## config.mk

```make
export PLATFORM = sky130hd
export DESIGN_NAME = led_grid_command_parser_top
export DESIGN_NICKNAME = d
export VERILOG_FILES = /design/src/rtl/lgcp_pkg.sv /design/src/rtl/lgcp_ram.sv /design/src/rtl/lgcp_assembler.sv /design/src/rtl/lgcp_engine.sv /design/src/rtl/led_grid_command_parser_top.sv
export SDC_FILE = /design/constraint.sdc
export NUM_CORES = 1
export LEC_CHECK = 0
export ABC_AREA = 1
export BUFFER_PORTS_ARGS = -buffer_cell sky130_fd_sc_hd__buf_4
export CAP_MARGIN = 15
export CORE_ASPECT_RATIO = 0.5
export CORE_MARGIN = 8
export CORE_UTILIZATION = 50
export CTS_CLUSTER_DIAMETER = 50
export DETAILED_ROUTE_END_ITERATION = 16
export PLACE_DENSITY = 0.66
export SYNTH_ARGS = -nofsm -noshare
export SYNTH_HDL_FRONTEND = slang
export SYNTH_SLANG_ARGS = --single-unit
```

## constraint.sdc

```tcl
create_clock -name clk -period 3.5 [get_ports clk]
set_input_delay 0.175 -clock clk [delete_from_list [all_inputs] [get_ports clk]]
set_output_delay 0.175 -clock clk [all_outputs]
set_load 0.01 [all_outputs]
```

## src/rtl/lgcp_pkg.sv

```systemverilog
// shared types, codes and tables of the led grid command parser
`timescale 1ns / 1ps
`default_nettype none

package lgcp_pkg;

	localparam int MAX_PACKET_DEF = 9;
	localparam int NUM_COLS       = 8;
	localparam int NUM_QUADS      = 4;
	localparam int COL_W          = $clog2(NUM_COLS);
	localparam int WORD_W         = 8 * NUM_QUADS;

	localparam logic [7:0] TIMEOUT_RST = 8'd40;
	localparam logic [7:0] VERSION_RST = 8'd0;

	// configuration register indexes
	localparam logic [1:0] CFG_TIMEOUT = 2'd0;
	localparam logic [1:0] CFG_VERSION = 2'd1;

	// input commands
	localparam logic CMD_BYTE = 1'b0;
	localparam logic CMD_TICK = 1'b1;

	// packet types
	localparam logic [3:0] PT_LED_ON    = 4'd2;
	localparam logic [3:0] PT_LED_OFF   = 4'd3;
	localparam logic [3:0] PT_ROW       = 4'd4;
	localparam logic [3:0] PT_COL       = 4'd5;
	localparam logic [3:0] PT_ROW2      = 4'd6;
	localparam logic [3:0] PT_COL2      = 4'd7;
	localparam logic [3:0] PT_FRAME     = 4'd8;
	localparam logic [3:0] PT_CLEAR     = 4'd9;
	localparam logic [3:0] PT_INTENSITY = 4'd10;
	localparam logic [3:0] PT_MODE      = 4'd11;
	localparam logic [3:0] PT_GRIDS     = 4'd12;
	localparam logic [3:0] PT_AUX_IN    = 4'd13;
	localparam logic [3:0] PT_IGNORE    = 4'd15;

	// result kinds
	localparam logic [2:0] KIND_COLUMN  = 3'd0;
	localparam logic [2:0] KIND_BCAST   = 3'd1;
	localparam logic [2:0] KIND_VERSION = 3'd2;
	localparam logic [2:0] KIND_GRIDS   = 3'd3;
	localparam logic [2:0] KIND_PORT    = 3'd4;

	// driver registers
	localparam logic [3:0] REG_NONE      = 4'd0;
	localparam logic [3:0] REG_INTENSITY = 4'd10;
	localparam logic [3:0] REG_SHUTDOWN  = 4'd12;
	localparam logic [3:0] REG_TEST      = 4'd15;

	// mode and aux selectors
	localparam logic [1:0] MODE_NORMAL = 2'd0;
	localparam logic [1:0] MODE_TEST   = 2'd1;
	localparam logic [1:0] MODE_OFF    = 2'd2;
	localparam logic [1:0] MODE_NONE   = 2'd3;
	localparam logic [3:0] AUX_VERSION = 4'd0;
	localparam logic [3:0] AUX_PORT    = 4'd1;

	localparam logic [7:0] REPLY_HDR = 8'hE0;

	typedef enum logic [2:0] {
		ST_INIT,
		ST_IDLE,
		ST_LOAD,
		ST_DISPATCH,
		ST_COLS,
		ST_MISC
	} eng_state_t;

	typedef struct packed {
		logic       done;
		logic [3:0] ptype;
		logic [3:0] length;
	} pkt_info_t;

	function automatic logic [3:0] pkt_len_lookup(input logic [3:0] ptype);
		logic [3:0] len;
		case (ptype)
			4'd0, 4'd1, 4'd2, 4'd3, 4'd4, 4'd5: len = 4'd2;
			4'd6, 4'd7, 4'd13, 4'd14:           len = 4'd3;
			4'd8:                               len = 4'd9;
			4'd9, 4'd10, 4'd11, 4'd12:          len = 4'd1;
			default:                            len = 4'd0;
		endcase
		return len;
	endfunction

endpackage

`default_nettype wire

```

## src/rtl/lgcp_ram.sv

```systemverilog
// generic single write port ram with registered read
`timescale 1ns / 1ps
`default_nettype none

module lgcp_ram #(
	parameter int WIDTH = 8,
	parameter int DEPTH = 8
) (
	input  logic                     clk,
	input  logic                     wr_en,
	input  logic [$clog2(DEPTH)-1:0] wr_addr,
	input  logic [WIDTH-1:0]         wr_data,
	input  logic                     rd_en,
	input  logic [$clog2(DEPTH)-1:0] rd_addr,
	output logic [WIDTH-1:0]         rd_data
);

	logic [WIDTH-1:0] mem [DEPTH];

	always_ff @(posedge clk) begin
		if (wr_en) begin
			mem[wr_addr] <= wr_data;
		end
		if (rd_en) begin
			rd_data <= mem[rd_addr];
		end
	end

endmodule

`default_nettype wire

```

## src/rtl/lgcp_assembler.sv

```systemverilog
// packet framing: byte counting, idle timeout and packet buffer writes
`timescale 1ns / 1ps
`default_nettype none

module lgcp_assembler import lgcp_pkg::*; #(
	parameter int MAX_PACKET = MAX_PACKET_DEF
) (
	input  logic                          clk,
	input  logic                          arst_n,
	input  logic                          accept,
	input  logic                          command,
	input  logic [7:0]                    data_byte,
	input  logic [7:0]                    timeout_limit,
	output logic                          pkt_we,
	output logic [$clog2(MAX_PACKET)-1:0] pkt_waddr,
	output logic [7:0]                    pkt_wdata,
	output pkt_info_t                     pkt
);

	logic [3:0] byte_count_q;
	logic [3:0] expected_length_q;
	logic [3:0] packet_type_q;
	logic [8:0] idle_ticks_q;

	logic       is_byte;
	logic       is_tick;
	logic       begin_pkt;
	logic       complete;
	logic [3:0] type_in;
	logic [3:0] type_d;
	logic [3:0] len_d;
	logic [3:0] count_d;

	assign is_byte = accept && (command == CMD_BYTE);
	assign is_tick = accept && (command == CMD_TICK);
	assign type_in = data_byte[7:4];

	always_comb begin
		begin_pkt = 1'b0;
		type_d    = packet_type_q;
		len_d     = expected_length_q;
		count_d   = byte_count_q + 4'd1;
		if (byte_count_q == 4'd0) begin
			type_d = type_in;
			if (type_in != PT_IGNORE) begin
				begin_pkt = 1'b1;
				len_d     = pkt_len_lookup(type_in);
				count_d   = 4'd1;
			end else begin
				count_d = 4'd0;
			end
		end
	end

	assign complete   = is_byte && (count_d == len_d);
	assign pkt.done   = complete;
	assign pkt.ptype  = type_d;
	assign pkt.length = len_d;

	assign pkt_we    = is_byte && (int'(byte_count_q) < MAX_PACKET);
	assign pkt_waddr = byte_count_q[$clog2(MAX_PACKET)-1:0];
	assign pkt_wdata = data_byte;

	always_ff @(posedge clk or negedge arst_n) begin
		if (!arst_n) begin
			byte_count_q      <= 4'd0;
			expected_length_q <= 4'd1;
			packet_type_q     <= 4'd0;
			idle_ticks_q      <= 9'd0;
		end else if (is_tick) begin
			if (idle_ticks_q > {1'b0, timeout_limit}) begin
				byte_count_q <= 4'd0;
			end else begin
				idle_ticks_q <= idle_ticks_q + 9'd1;
			end
		end else if (is_byte) begin
			packet_type_q     <= type_d;
			expected_length_q <= len_d;
			byte_count_q      <= complete ? 4'd0 : count_d;
			if (begin_pkt) begin
				idle_ticks_q <= 9'd0;
			end
		end
	end

endmodule

`default_nettype wire

```

## src/rtl/lgcp_engine.sv

```systemverilog
// packet execution: buffer load, display read-modify-write and result register
`timescale 1ns / 1ps
`default_nettype none

module lgcp_engine import lgcp_pkg::*; #(
	parameter int MAX_PACKET = MAX_PACKET_DEF
) (
	input  logic                          clk,
	input  logic                          arst_n,
	input  pkt_info_t                     pkt,
	input  logic [7:0]                    firmware_version,
	output logic                          busy,
	output logic                          pkt_rd_en,
	output logic [$clog2(MAX_PACKET)-1:0] pkt_rd_addr,
	input  logic [7:0]                    pkt_rd_data,
	output logic                          disp_rd_en,
	output logic [COL_W-1:0]              disp_rd_addr,
	input  logic [WORD_W-1:0]             disp_rd_data,
	output logic                          disp_we,
	output logic [COL_W-1:0]              disp_waddr,
	output logic [WORD_W-1:0]             disp_wdata,
	output logic                          out_valid,
	input  logic                          out_ready,
	output logic [2:0]                    kind,
	output logic [3:0]                    reg_addr,
	output logic [7:0]                    byte_a,
	output logic [7:0]                    byte_b,
	output logic [7:0]                    byte_c,
	output logic [7:0]                    byte_d,
	output logic                          last
);

	eng_state_t state_q, state_d;

	logic [3:0]       ptype_q;
	logic [3:0]       len_q;
	logic [3:0]       ld_cnt_q;
	logic             ld_pend_s1;
	logic [3:0]       ld_idx_s1;
	logic [2:0]       row_sel;
	logic [7:0]       b0_q;
	logic [7:0]       rows_q [NUM_COLS];
	logic [COL_W-1:0] col_q;
	logic [COL_W-1:0] col_end_q;
	logic             rd_more_q;
	logic             col_pend_s1;
	logic [COL_W-1:0] wr_col_s1;
	logic             wr_last_s1;
	logic             misc_idx_q;
	logic             misc_two_q;

	logic             out_valid_q;
	logic [2:0]       kind_q;
	logic [3:0]       reg_addr_q;
	logic [7:0]       byte_a_q, byte_b_q, byte_c_q, byte_d_q;
	logic             last_q;

	logic             out_free;
	logic             col_adv;
	logic             out_load;
	logic [2:0]       kind_d;
	logic [3:0]       reg_addr_d;
	logic [7:0]       byte_a_d, byte_b_d, byte_c_d, byte_d_d;
	logic             last_d;

	logic             go_cols, go_misc, misc_two;
	logic [COL_W-1:0] col_start, col_end;
	logic [7:0]       b1, b2;
	logic [7:0]       frame_byte;
	logic [3:0][7:0]  quad_new;

	logic [2:0]       misc_kind;
	logic [3:0]       misc_reg;
	logic [7:0]       misc_a, misc_b;

	assign b1       = rows_q[0];
	assign b2       = rows_q[1];
	assign row_sel  = ld_idx_s1[2:0] - 3'd1;
	assign out_free = !out_valid_q || out_ready;
	assign col_adv  = !col_pend_s1 || out_free;
	assign busy     = (state_q != ST_IDLE);

	// packet dispatch decode
	always_comb begin
		go_cols   = 1'b0;
		go_misc   = 1'b0;
		misc_two  = 1'b0;
		col_start = '0;
		col_end   = '1;
		case (ptype_q)
			PT_LED_ON, PT_LED_OFF: begin
				go_cols   = 1'b1;
				col_start = 3'd7 - b1[6:4];
				col_end   = 3'd7 - b1[6:4];
			end
			PT_ROW, PT_ROW2, PT_FRAME, PT_CLEAR: begin
				go_cols = 1'b1;
			end
			PT_COL, PT_COL2: begin
				go_cols   = 1'b1;
				col_start = b0_q[2:0];
				col_end   = b0_q[2:0];
			end
			PT_INTENSITY, PT_GRIDS: begin
				go_misc = 1'b1;
			end
			PT_MODE: begin
				go_misc  = (b0_q[1:0] != MODE_NONE);
				misc_two = 1'b1;
			end
			PT_AUX_IN: begin
				go_misc = (b0_q[3:0] == AUX_VERSION) || (b0_q[3:0] == AUX_PORT);
			end
			default: begin
			end
		endcase
	end

	// column modify
	always_comb begin
		for (int r = 0; r < NUM_COLS; r++) begin
			frame_byte[r] = rows_q[r][wr_col_s1];
		end
		quad_new = disp_rd_data;
		case (ptype_q)
			PT_LED_ON, PT_LED_OFF: begin
				quad_new[{b1[3], b1[7]}][b1[2:0]] = (ptype_q == PT_LED_ON);
			end
			PT_ROW, PT_ROW2: begin
				quad_new[{b0_q[3], 1'b0}][b0_q[2:0]] = b1[wr_col_s1];
				if (ptype_q == PT_ROW2) begin
					quad_new[{b0_q[3], 1'b1}][b0_q[2:0]] = b2[wr_col_s1];
				end
			end
			PT_COL, PT_COL2: begin
				quad_new[{1'b0, b0_q[3]}] = b1;
				if (ptype_q == PT_COL2) begin
					quad_new[{1'b1, b0_q[3]}] = b2;
				end
			end
			PT_FRAME: begin
				quad_new[b0_q[1:0]] = frame_byte;
			end
			PT_CLEAR: begin
				quad_new = {WORD_W{b0_q[0]}};
			end
			default: begin
			end
		endcase
	end

	// non-column results
	always_comb begin
		misc_kind = KIND_BCAST;
		misc_reg  = REG_NONE;
		misc_a    = 8'd0;
		misc_b    = 8'd0;
		case (ptype_q)
			PT_INTENSITY: begin
				misc_reg = REG_INTENSITY;
				misc_a   = {4'd0, b0_q[3:0]};
			end
			PT_MODE: begin
				if (!misc_idx_q) begin
					misc_reg = REG_SHUTDOWN;
					misc_a   = {7'd0, (b0_q[1:0] != MODE_OFF)};
				end else begin
					misc_reg = REG_TEST;
					misc_a   = {7'd0, (b0_q[1:0] == MODE_TEST)};
				end
			end
			PT_GRIDS: begin
				misc_kind = KIND_GRIDS;
				misc_a    = {4'd0, b0_q[3:0]};
			end
			PT_AUX_IN: begin
				if (b0_q[3:0] == AUX_VERSION) begin
					misc_kind = KIND_VERSION;
					misc_a    = REPLY_HDR;
					misc_b    = firmware_version;
				end else begin
					misc_kind = KIND_PORT;
					misc_a    = b1;
				end
			end
			default: begin
			end
		endcase
	end

	// next state
	always_comb begin
		state_d = state_q;
		case (state_q)
			ST_INIT: begin
				if (col_q == '1) begin
					state_d = ST_IDLE;
				end
			end
			ST_IDLE: begin
				if (pkt.done) begin
					state_d = ST_LOAD;
				end
			end
			ST_LOAD: begin
				if (ld_cnt_q == len_q) begin
					state_d = ST_DISPATCH;
				end
			end
			ST_DISPATCH: begin
				if (go_cols) begin
					state_d = ST_COLS;
				end else if (go_misc) begin
					state_d = ST_MISC;
				end else begin
					state_d = ST_IDLE;
				end
			end
			ST_COLS: begin
				if (col_adv && !rd_more_q) begin
					state_d = ST_IDLE;
				end
			end
			ST_MISC: begin
				if (out_free && (misc_idx_q == misc_two_q)) begin
					state_d = ST_IDLE;
				end
			end
			default: begin
				state_d = ST_IDLE;
			end
		endcase
	end

	// state outputs
	always_comb begin
		pkt_rd_en    = 1'b0;
		pkt_rd_addr  = ld_cnt_q[$clog2(MAX_PACKET)-1:0];
		disp_rd_en   = 1'b0;
		disp_rd_addr = col_q;
		disp_we      = 1'b0;
		disp_waddr   = wr_col_s1;
		disp_wdata   = quad_new;
		out_load     = 1'b0;
		kind_d       = KIND_COLUMN;
		reg_addr_d   = {1'b0, wr_col_s1} + 4'd1;
		byte_a_d     = quad_new[0];
		byte_b_d     = quad_new[1];
		byte_c_d     = quad_new[2];
		byte_d_d     = quad_new[3];
		last_d       = wr_last_s1;
		case (state_q)
			ST_INIT: begin
				disp_we    = 1'b1;
				disp_waddr = col_q;
				disp_wdata = '0;
			end
			ST_LOAD: begin
				pkt_rd_en = (ld_cnt_q != len_q);
			end
			ST_COLS: begin
				disp_rd_en = col_adv && rd_more_q;
				if (col_pend_s1 && out_free) begin
					disp_we  = 1'b1;
					out_load = 1'b1;
				end
			end
			ST_MISC: begin
				out_load   = out_free;
				kind_d     = misc_kind;
				reg_addr_d = misc_reg;
				byte_a_d   = misc_a;
				byte_b_d   = misc_b;
				byte_c_d   = 8'd0;
				byte_d_d   = 8'd0;
				last_d     = (misc_idx_q == misc_two_q);
			end
			default: begin
			end
		endcase
	end

	always_ff @(posedge clk or negedge arst_n) begin
		if (!arst_n) begin
			state_q     <= ST_INIT;
			col_q       <= '0;
			ld_pend_s1  <= 1'b0;
			col_pend_s1 <= 1'b0;
			rd_more_q   <= 1'b0;
			misc_idx_q  <= 1'b0;
			out_valid_q <= 1'b0;
		end else begin
			state_q    <= state_d;
			ld_pend_s1 <= pkt_rd_en;
			case (state_q)
				ST_INIT: begin
					col_q <= col_q + 1'b1;
				end
				ST_DISPATCH: begin
					col_q       <= col_start;
					rd_more_q   <= 1'b1;
					col_pend_s1 <= 1'b0;
					misc_idx_q  <= 1'b0;
				end
				ST_COLS: begin
					if (col_adv) begin
						col_pend_s1 <= rd_more_q;
						if (rd_more_q) begin
							if (col_q == col_end_q) begin
								rd_more_q <= 1'b0;
							end else begin
								col_q <= col_q + 1'b1;
							end
						end
					end
				end
				ST_MISC: begin
					if (out_free) begin
						misc_idx_q <= 1'b1;
					end
				end
				default: begin
				end
			endcase
			if (out_load) begin
				out_valid_q <= 1'b1;
			end else if (out_ready) begin
				out_valid_q <= 1'b0;
			end
		end
	end

	always_ff @(posedge clk) begin
		ld_idx_s1 <= ld_cnt_q;
		if (state_q == ST_IDLE && pkt.done) begin
			ptype_q  <= pkt.ptype;
			len_q    <= pkt.length;
			ld_cnt_q <= 4'd0;
		end else if (pkt_rd_en) begin
			ld_cnt_q <= ld_cnt_q + 4'd1;
		end
		if (ld_pend_s1) begin
			if (ld_idx_s1 == 4'd0) begin
				b0_q <= pkt_rd_data;
			end else begin
				rows_q[row_sel] <= pkt_rd_data;
			end
		end
		if (state_q == ST_DISPATCH) begin
			col_end_q  <= col_end;
			misc_two_q <= misc_two;
		end
		if (state_q == ST_COLS && col_adv && rd_more_q) begin
			wr_col_s1  <= col_q;
			wr_last_s1 <= (col_q == col_end_q);
		end
		if (out_load) begin
			kind_q     <= kind_d;
			reg_addr_q <= reg_addr_d;
			byte_a_q   <= byte_a_d;
			byte_b_q   <= byte_b_d;
			byte_c_q   <= byte_c_d;
			byte_d_q   <= byte_d_d;
			last_q     <= last_d;
		end
	end

	assign out_valid = out_valid_q;
	assign kind      = kind_q;
	assign reg_addr  = reg_addr_q;
	assign byte_a    = byte_a_q;
	assign byte_b    = byte_b_q;
	assign byte_c    = byte_c_q;
	assign byte_d    = byte_d_q;
	assign last      = last_q;

endmodule

`default_nettype wire

```

## src/rtl/led_grid_command_parser_top.sv

```systemverilog
// led grid command parser: 8 x 32 bit column store, packet buffer, framing and execution
// a byte or tick is accepted while in_ready is high; a byte that completes a packet then
// reads the packet buffer in ST_LOAD and passes ST_DISPATCH; the first result is registered
// from ST_MISC for a broadcast or reply, or after a display read in ST_COLS for a column update,
// then one per cycle while results are taken; in_ready returns with the last result
// reset loads the register defaults, then ST_INIT clears all 8 display columns with in_ready low
`timescale 1ns / 1ps
`default_nettype none

module led_grid_command_parser_top import lgcp_pkg::*; #(
	parameter int MAX_PACKET = MAX_PACKET_DEF
) (
	input  logic       clk,
	input  logic       arst_n,
	input  logic       cfg_wr_en,
	input  logic [1:0] cfg_index,
	input  logic [7:0] cfg_data,
	input  logic       in_valid,
	output logic       in_ready,
	input  logic       command,
	input  logic [7:0] data_byte,
	output logic       out_valid,
	input  logic       out_ready,
	output logic [2:0] kind,
	output logic [3:0] reg_addr,
	output logic [7:0] byte_a,
	output logic [7:0] byte_b,
	output logic [7:0] byte_c,
	output logic [7:0] byte_d,
	output logic       last
);

	localparam int PIDX_W = $clog2(MAX_PACKET);

	logic [7:0]        timeout_limit_q;
	logic [7:0]        firmware_version_q;

	logic              busy;
	logic              accept;
	pkt_info_t         pkt;

	logic              pkt_we;
	logic [PIDX_W-1:0] pkt_waddr;
	logic [7:0]        pkt_wdata;
	logic              pkt_re;
	logic [PIDX_W-1:0] pkt_raddr;
	logic [7:0]        pkt_rdata;

	logic              disp_we;
	logic [COL_W-1:0]  disp_waddr;
	logic [WORD_W-1:0] disp_wdata;
	logic              disp_re;
	logic [COL_W-1:0]  disp_raddr;
	logic [WORD_W-1:0] disp_rdata;

	assign in_ready = !busy;
	assign accept   = in_valid && in_ready;

	always_ff @(posedge clk or negedge arst_n) begin
		if (!arst_n) begin
			timeout_limit_q    <= TIMEOUT_RST;
			firmware_version_q <= VERSION_RST;
		end else if (cfg_wr_en) begin
			case (cfg_index)
				CFG_TIMEOUT: timeout_limit_q    <= cfg_data;
				CFG_VERSION: firmware_version_q <= cfg_data;
				default: begin
				end
			endcase
		end
	end

	lgcp_assembler #(
		.MAX_PACKET(MAX_PACKET)
	) u_assembler (
		.clk          (clk),
		.arst_n       (arst_n),
		.accept       (accept),
		.command      (command),
		.data_byte    (data_byte),
		.timeout_limit(timeout_limit_q),
		.pkt_we       (pkt_we),
		.pkt_waddr    (pkt_waddr),
		.pkt_wdata    (pkt_wdata),
		.pkt          (pkt)
	);

	lgcp_ram #(
		.WIDTH(8),
		.DEPTH(MAX_PACKET)
	) u_pkt_ram (
		.clk    (clk),
		.wr_en  (pkt_we),
		.wr_addr(pkt_waddr),
		.wr_data(pkt_wdata),
		.rd_en  (pkt_re),
		.rd_addr(pkt_raddr),
		.rd_data(pkt_rdata)
	);

	lgcp_ram #(
		.WIDTH(WORD_W),
		.DEPTH(NUM_COLS)
	) u_disp_ram (
		.clk    (clk),
		.wr_en  (disp_we),
		.wr_addr(disp_waddr),
		.wr_data(disp_wdata),
		.rd_en  (disp_re),
		.rd_addr(disp_raddr),
		.rd_data(disp_rdata)
	);

	lgcp_engine #(
		.MAX_PACKET(MAX_PACKET)
	) u_engine (
		.clk             (clk),
		.arst_n          (arst_n),
		.pkt             (pkt),
		.firmware_version(firmware_version_q),
		.busy            (busy),
		.pkt_rd_en       (pkt_re),
		.pkt_rd_addr     (pkt_raddr),
		.pkt_rd_data     (pkt_rdata),
		.disp_rd_en      (disp_re),
		.disp_rd_addr    (disp_raddr),
		.disp_rd_data    (disp_rdata),
		.disp_we         (disp_we),
		.disp_waddr      (disp_waddr),
		.disp_wdata      (disp_wdata),
		.out_valid       (out_valid),
		.out_ready       (out_ready),
		.kind            (kind),
		.reg_addr        (reg_addr),
		.byte_a          (byte_a),
		.byte_b          (byte_b),
		.byte_c          (byte_c),
		.byte_d          (byte_d),
		.last            (last)
	);

	// overlapped column pass never reads the column being written back
	assert property (@(posedge clk) disable iff (!arst_n)
		disp_we && disp_re |-> disp_waddr != disp_raddr)
		else $error("display read and write hit the same column");

	assert property (@(posedge clk) disable iff (!arst_n)
		out_valid && kind == KIND_COLUMN |-> reg_addr != 4'd0 && reg_addr <= 4'd8)
		else $error("column update with bad column register");

	assert property (@(posedge clk) disable iff (!arst_n)
		out_valid && kind == KIND_BCAST |->
		reg_addr == REG_INTENSITY || reg_addr == REG_SHUTDOWN || reg_addr == REG_TEST)
		else $error("broadcast with bad driver register");

	assert property (@(posedge clk) disable iff (!arst_n)
		pkt.done |-> accept && command == CMD_BYTE)
		else $error("packet completed without a byte transaction");

endmodule

`default_nettype wire
```

==> metrics.cfg <==
[worst_setup_path]
critPathSlowestCell = sky130_fd_sc_hd__nor2_4
crit_family = simple AND/OR/NAND/NOR gates
path_max_fanout = 21
cp_data_arrival_time_ns = 3.20
crit_path_end_kind = register
cp_data_required_time_ns = 3.78
crit_buf_inv = 2
cp_cell_sequence = nor2_1, nand2_1, nand2_1, o21ai_0, inv_1, nand2_1, nor2_4, buf_12
start_kind = register
critical-path-top-cell-by-count = sky130_fd_sc_hd__nand2_1
crit_path_max_incr_delay_ns = 0.49
critPathKind = reg -> reg

[power_and_ir_drop]
p_leak_nw = 10.9
power.density_cell_area_mw_per_mm2 = 775
netSwitchingPower_mw = 7.87
p_comb_share_pct = 30.9
power.ir.vdd_worst_mv = 0.522
int_power_mw = 14.2
netSwitchingFraction_pct = 35.6
clkPwrFrac_pct = 26.1
sequentialPowerShare_pct = 42.9

[route]
route.final.wire_length_microns = 70600
detail_route.first_pass.iterations = 6
residual_drc = 0
wl_per_cell_microns = 21.6
drt_first_iter_violations = 2339
met2_length_microns = 30000
met3_length_microns = 6620
vias_per_cell = 5.73
route.top_layer_used = met4
route.vias.total = 18764
antenna_viol_nets_final = 0
wirelength_met1_microns = 32000

[global_route]
largest_net_degree_at_the_start_of_global_routing = 130
via_count_of_the_first_global_routing_pass = 17381
total_routing_resource_utilization_after_global_routing_pct = 23.4
grt-ovfl-total = 0
grt_pass1_wl_microns = 106000
number_of_antenna_violations_at_the_first_check_in_global_routing = 1

[clocking]
post_cts_resize_count = 0
clockRootBuffer = sky130_fd_sc_hd__clkbuf_16
cts_sinks = 548
cts_buffer_depth = 3
cts_setup_buffers = 0
ctsHtreeMaxLevel = 2
cts_tree = done
clk_transition_reported_paths_ns = 0.07
clk-insertion-delay-late_ns = 0.59
post_cts_hold_buffer_count = 19
cts_buffers = 50

[synthesis]
edff_count_synth = 492
synth_fp_nets = 2545
synth-main-ff-cell = sky130_fd_sc_hd__edfxtp_1
synth.ff_latch_count = 548
synth-warning-count = 0
synthesis.instances = 2499
synth.lib_cells_used.distinct = 50
synth_area_sq_mm = 0.0253
syn_area_per_cell_sq_um = 10.1
ys_seq_area_share_pct = 63.9
async_flop_share_pct = 8.76

[place]
place_hpwl_microns = 45700
placement.io_buffers = 65
place_congestion = 1.03
dpl_cell_area_sq_mm = 0.0266
place.detailed.instances = 3165

[final_layout]
post_layout_nonfiller_instances = 3276
commonest_non_fill_non_tap_cell_in_the_layout = sky130_fd_sc_hd__edfxtp_1
layout-area-overhead-vs-synth_pct = 12.9
final_net_count = 2622
layout-drive-gt1-share_pct = 10.2
final_area_sq_mm = 0.0285
n_antenna_cell = 0
layout_common_cells = sky130_fd_sc_hd__edfxtp_1 (492), sky130_fd_sc_hd__nor2_1 (455), sky130_fd_sc_hd__nand2_1 (422)

[floorplan]
floorplan.io_pins = 66
fp-row-count = 58
floorplan.core_area_sq_mm = 0.0501
dieWidth_microns = 334
fp.dieArea_sq_mm = 0.0584
die_y_microns = 175
start_util_pct = 50.5

[job]
timing.max_cap.violations = 0

[timing]
fin_crit_ns = 2.92
worstMarginPinSlew_ns = 1.09
skew_ns = 0.0327
hold_violations = 0
max_slew_margin_pct = 27.2
setup_viol = 0
grt_setup_unrepaired = no
setup-tns-final_ns = 0
layout_worst_path_cycle_share_pct = 83.3
max_freq_ghz = 0.343
slew_violations = 0

[run_status]
status = complete, no violations

[hold_path]
hold_class = in -> reg

[area by class of cell]
type	count	area [sq um]
inverters	192	722
clock inverters	27	400
repair buffers	140	1160
multi-input cells	1644	7930
flip-flops and latches	548	16100
clock buffers	65	1340
fillers	4240	21600
well taps	660	826
[cells in the mapped netlist, types with 13 or more instances]
| cell | number | share of area [%] |
|---|---|---|
| sky130_fd_sc_hd__a21oi_1 | 64 | 1.3 |
| sky130_fd_sc_hd__a31oi_1 | 37 | 0.92 |
| sky130_fd_sc_hd__buf_2 | 25 | 0.50 |
| sky130_fd_sc_hd__clkbuf_1 | 66 | 0.98 |
| sky130_fd_sc_hd__dfrtp_1 | 45 | 4.5 |
| sky130_fd_sc_hd__edfxtp_1 | 492 | 58 |
| sky130_fd_sc_hd__ha_1 | 22 | 1.1 |
| sky130_fd_sc_hd__inv_1 | 177 | 2.6 |
| sky130_fd_sc_hd__inv_2 | 13 | 0.19 |
| sky130_fd_sc_hd__mux2i_1 | 16 | 0.63 |
| sky130_fd_sc_hd__nand2_1 | 422 | 6.3 |
| sky130_fd_sc_hd__nand3_1 | 134 | 2.7 |
| sky130_fd_sc_hd__nor2_1 | 464 | 6.9 |
| sky130_fd_sc_hd__nor3_1 | 25 | 0.50 |
| sky130_fd_sc_hd__o211ai_1 | 39 | 1.2 |
| sky130_fd_sc_hd__o21ai_0 | 273 | 5.4 |
| sky130_fd_sc_hd__o21ai_1 | 16 | 0.32 |
| sky130_fd_sc_hd__o22ai_1 | 41 | 1.0 |
[worst reg2reg max path: stages, from the launching register on]
cell                      delay, ns
sky130_fd_sc_hd__dfrtp_1       0.42
sky130_fd_sc_hd__nor2_1        0.21
sky130_fd_sc_hd__nand2_1       0.47
sky130_fd_sc_hd__nand2_1       0.28
sky130_fd_sc_hd__o21ai_0       0.15
sky130_fd_sc_hd__inv_1         0.09
sky130_fd_sc_hd__nand2_1       0.23
sky130_fd_sc_hd__nor2_4        0.50
sky130_fd_sc_hd__buf_12        0.26
[registers in the layout, summed over array words and instances (netlist names), 8 cells and up]
register / count
u_pkt_ram.rd_data: 8
u_engine.byte_a: 8
u_pkt_ram.mem: 72
firmware_version_q: 8
u_disp_ram.rd_data: 32
u_assembler.idle_ticks_q: 9
u_engine.byte_c: 8
u_engine.rows_q: 64
u_disp_ram.mem: 256
u_engine.byte_b: 8
u_engine.byte_d: 8
timeout_limit_q: 8
[power groups by stage]
stage               Clock (mW)  Combinational [mW]  Sequential (mW)
floorplan                    0                4.39             9.42
global placement             0                6.67             9.59
global route              6.09                7.57             9.58
finish                    5.78                6.84             9.49
CTS                       5.87                6.81             9.48
detailed placement           0                6.73             9.61
[per-layer routing]
layer	GRT usage, %	up-vias
li1	-	8786
met1	35.0	8978
met2	34.6	839
met3	4.92	161
met4	5.88	0
met5	0	-
[final timing paths]
check,slack (ns),to,depth (start not counted),from
max,0.58,u_disp_ram.mem[0][27],8,u_engine.state_q[0]
min in group asynchronous,0.18,u_engine.out_valid,2,arst_n
max reg2reg,0.58,u_disp_ram.mem[0][27],8,u_engine.state_q[0]
min reg2reg,0.48,u_assembler.packet_type_q[3],2,u_assembler.packet_type_q[3]
max in group asynchronous,2.84,u_engine.disp_rd_addr[0],2,arst_n
min,0.04,u_assembler.expected_length_q[0],5,in_valid
[metrics by stage]
stage	setup slack, ns	util [%]	hold WS (ns)	total power, mW
2_1_floorplan	0.533	-	-0.121	13.8
3_3_place_gp	0.587	53.1	0.248	16.3
3_5_place_dp	0.610	53.1	0.244	16.3
4_1_cts	0.628	57.0	0.0226	22.2
5_1_grt	0.411	57.0	0.0439	23.2
6_report	0.583	57.0	0.0369	22.1
[cell families after synthesis]
| logic type | share of synthesized area [%] |
|---|---|
| AO/OA/AOI/OAI | 10.8 |
| AND/OR/NAND/NOR | 18.0 |
| flip-flops | 63.9 |
| buffers and inverters | 5.02 |
| multiplexers | 0.634 |
| adder cells (fa/ha/maj) | 1.09 |
| XOR/XNOR | 0.659 |
Note: power is estimated with default switching activity, not from simulation.
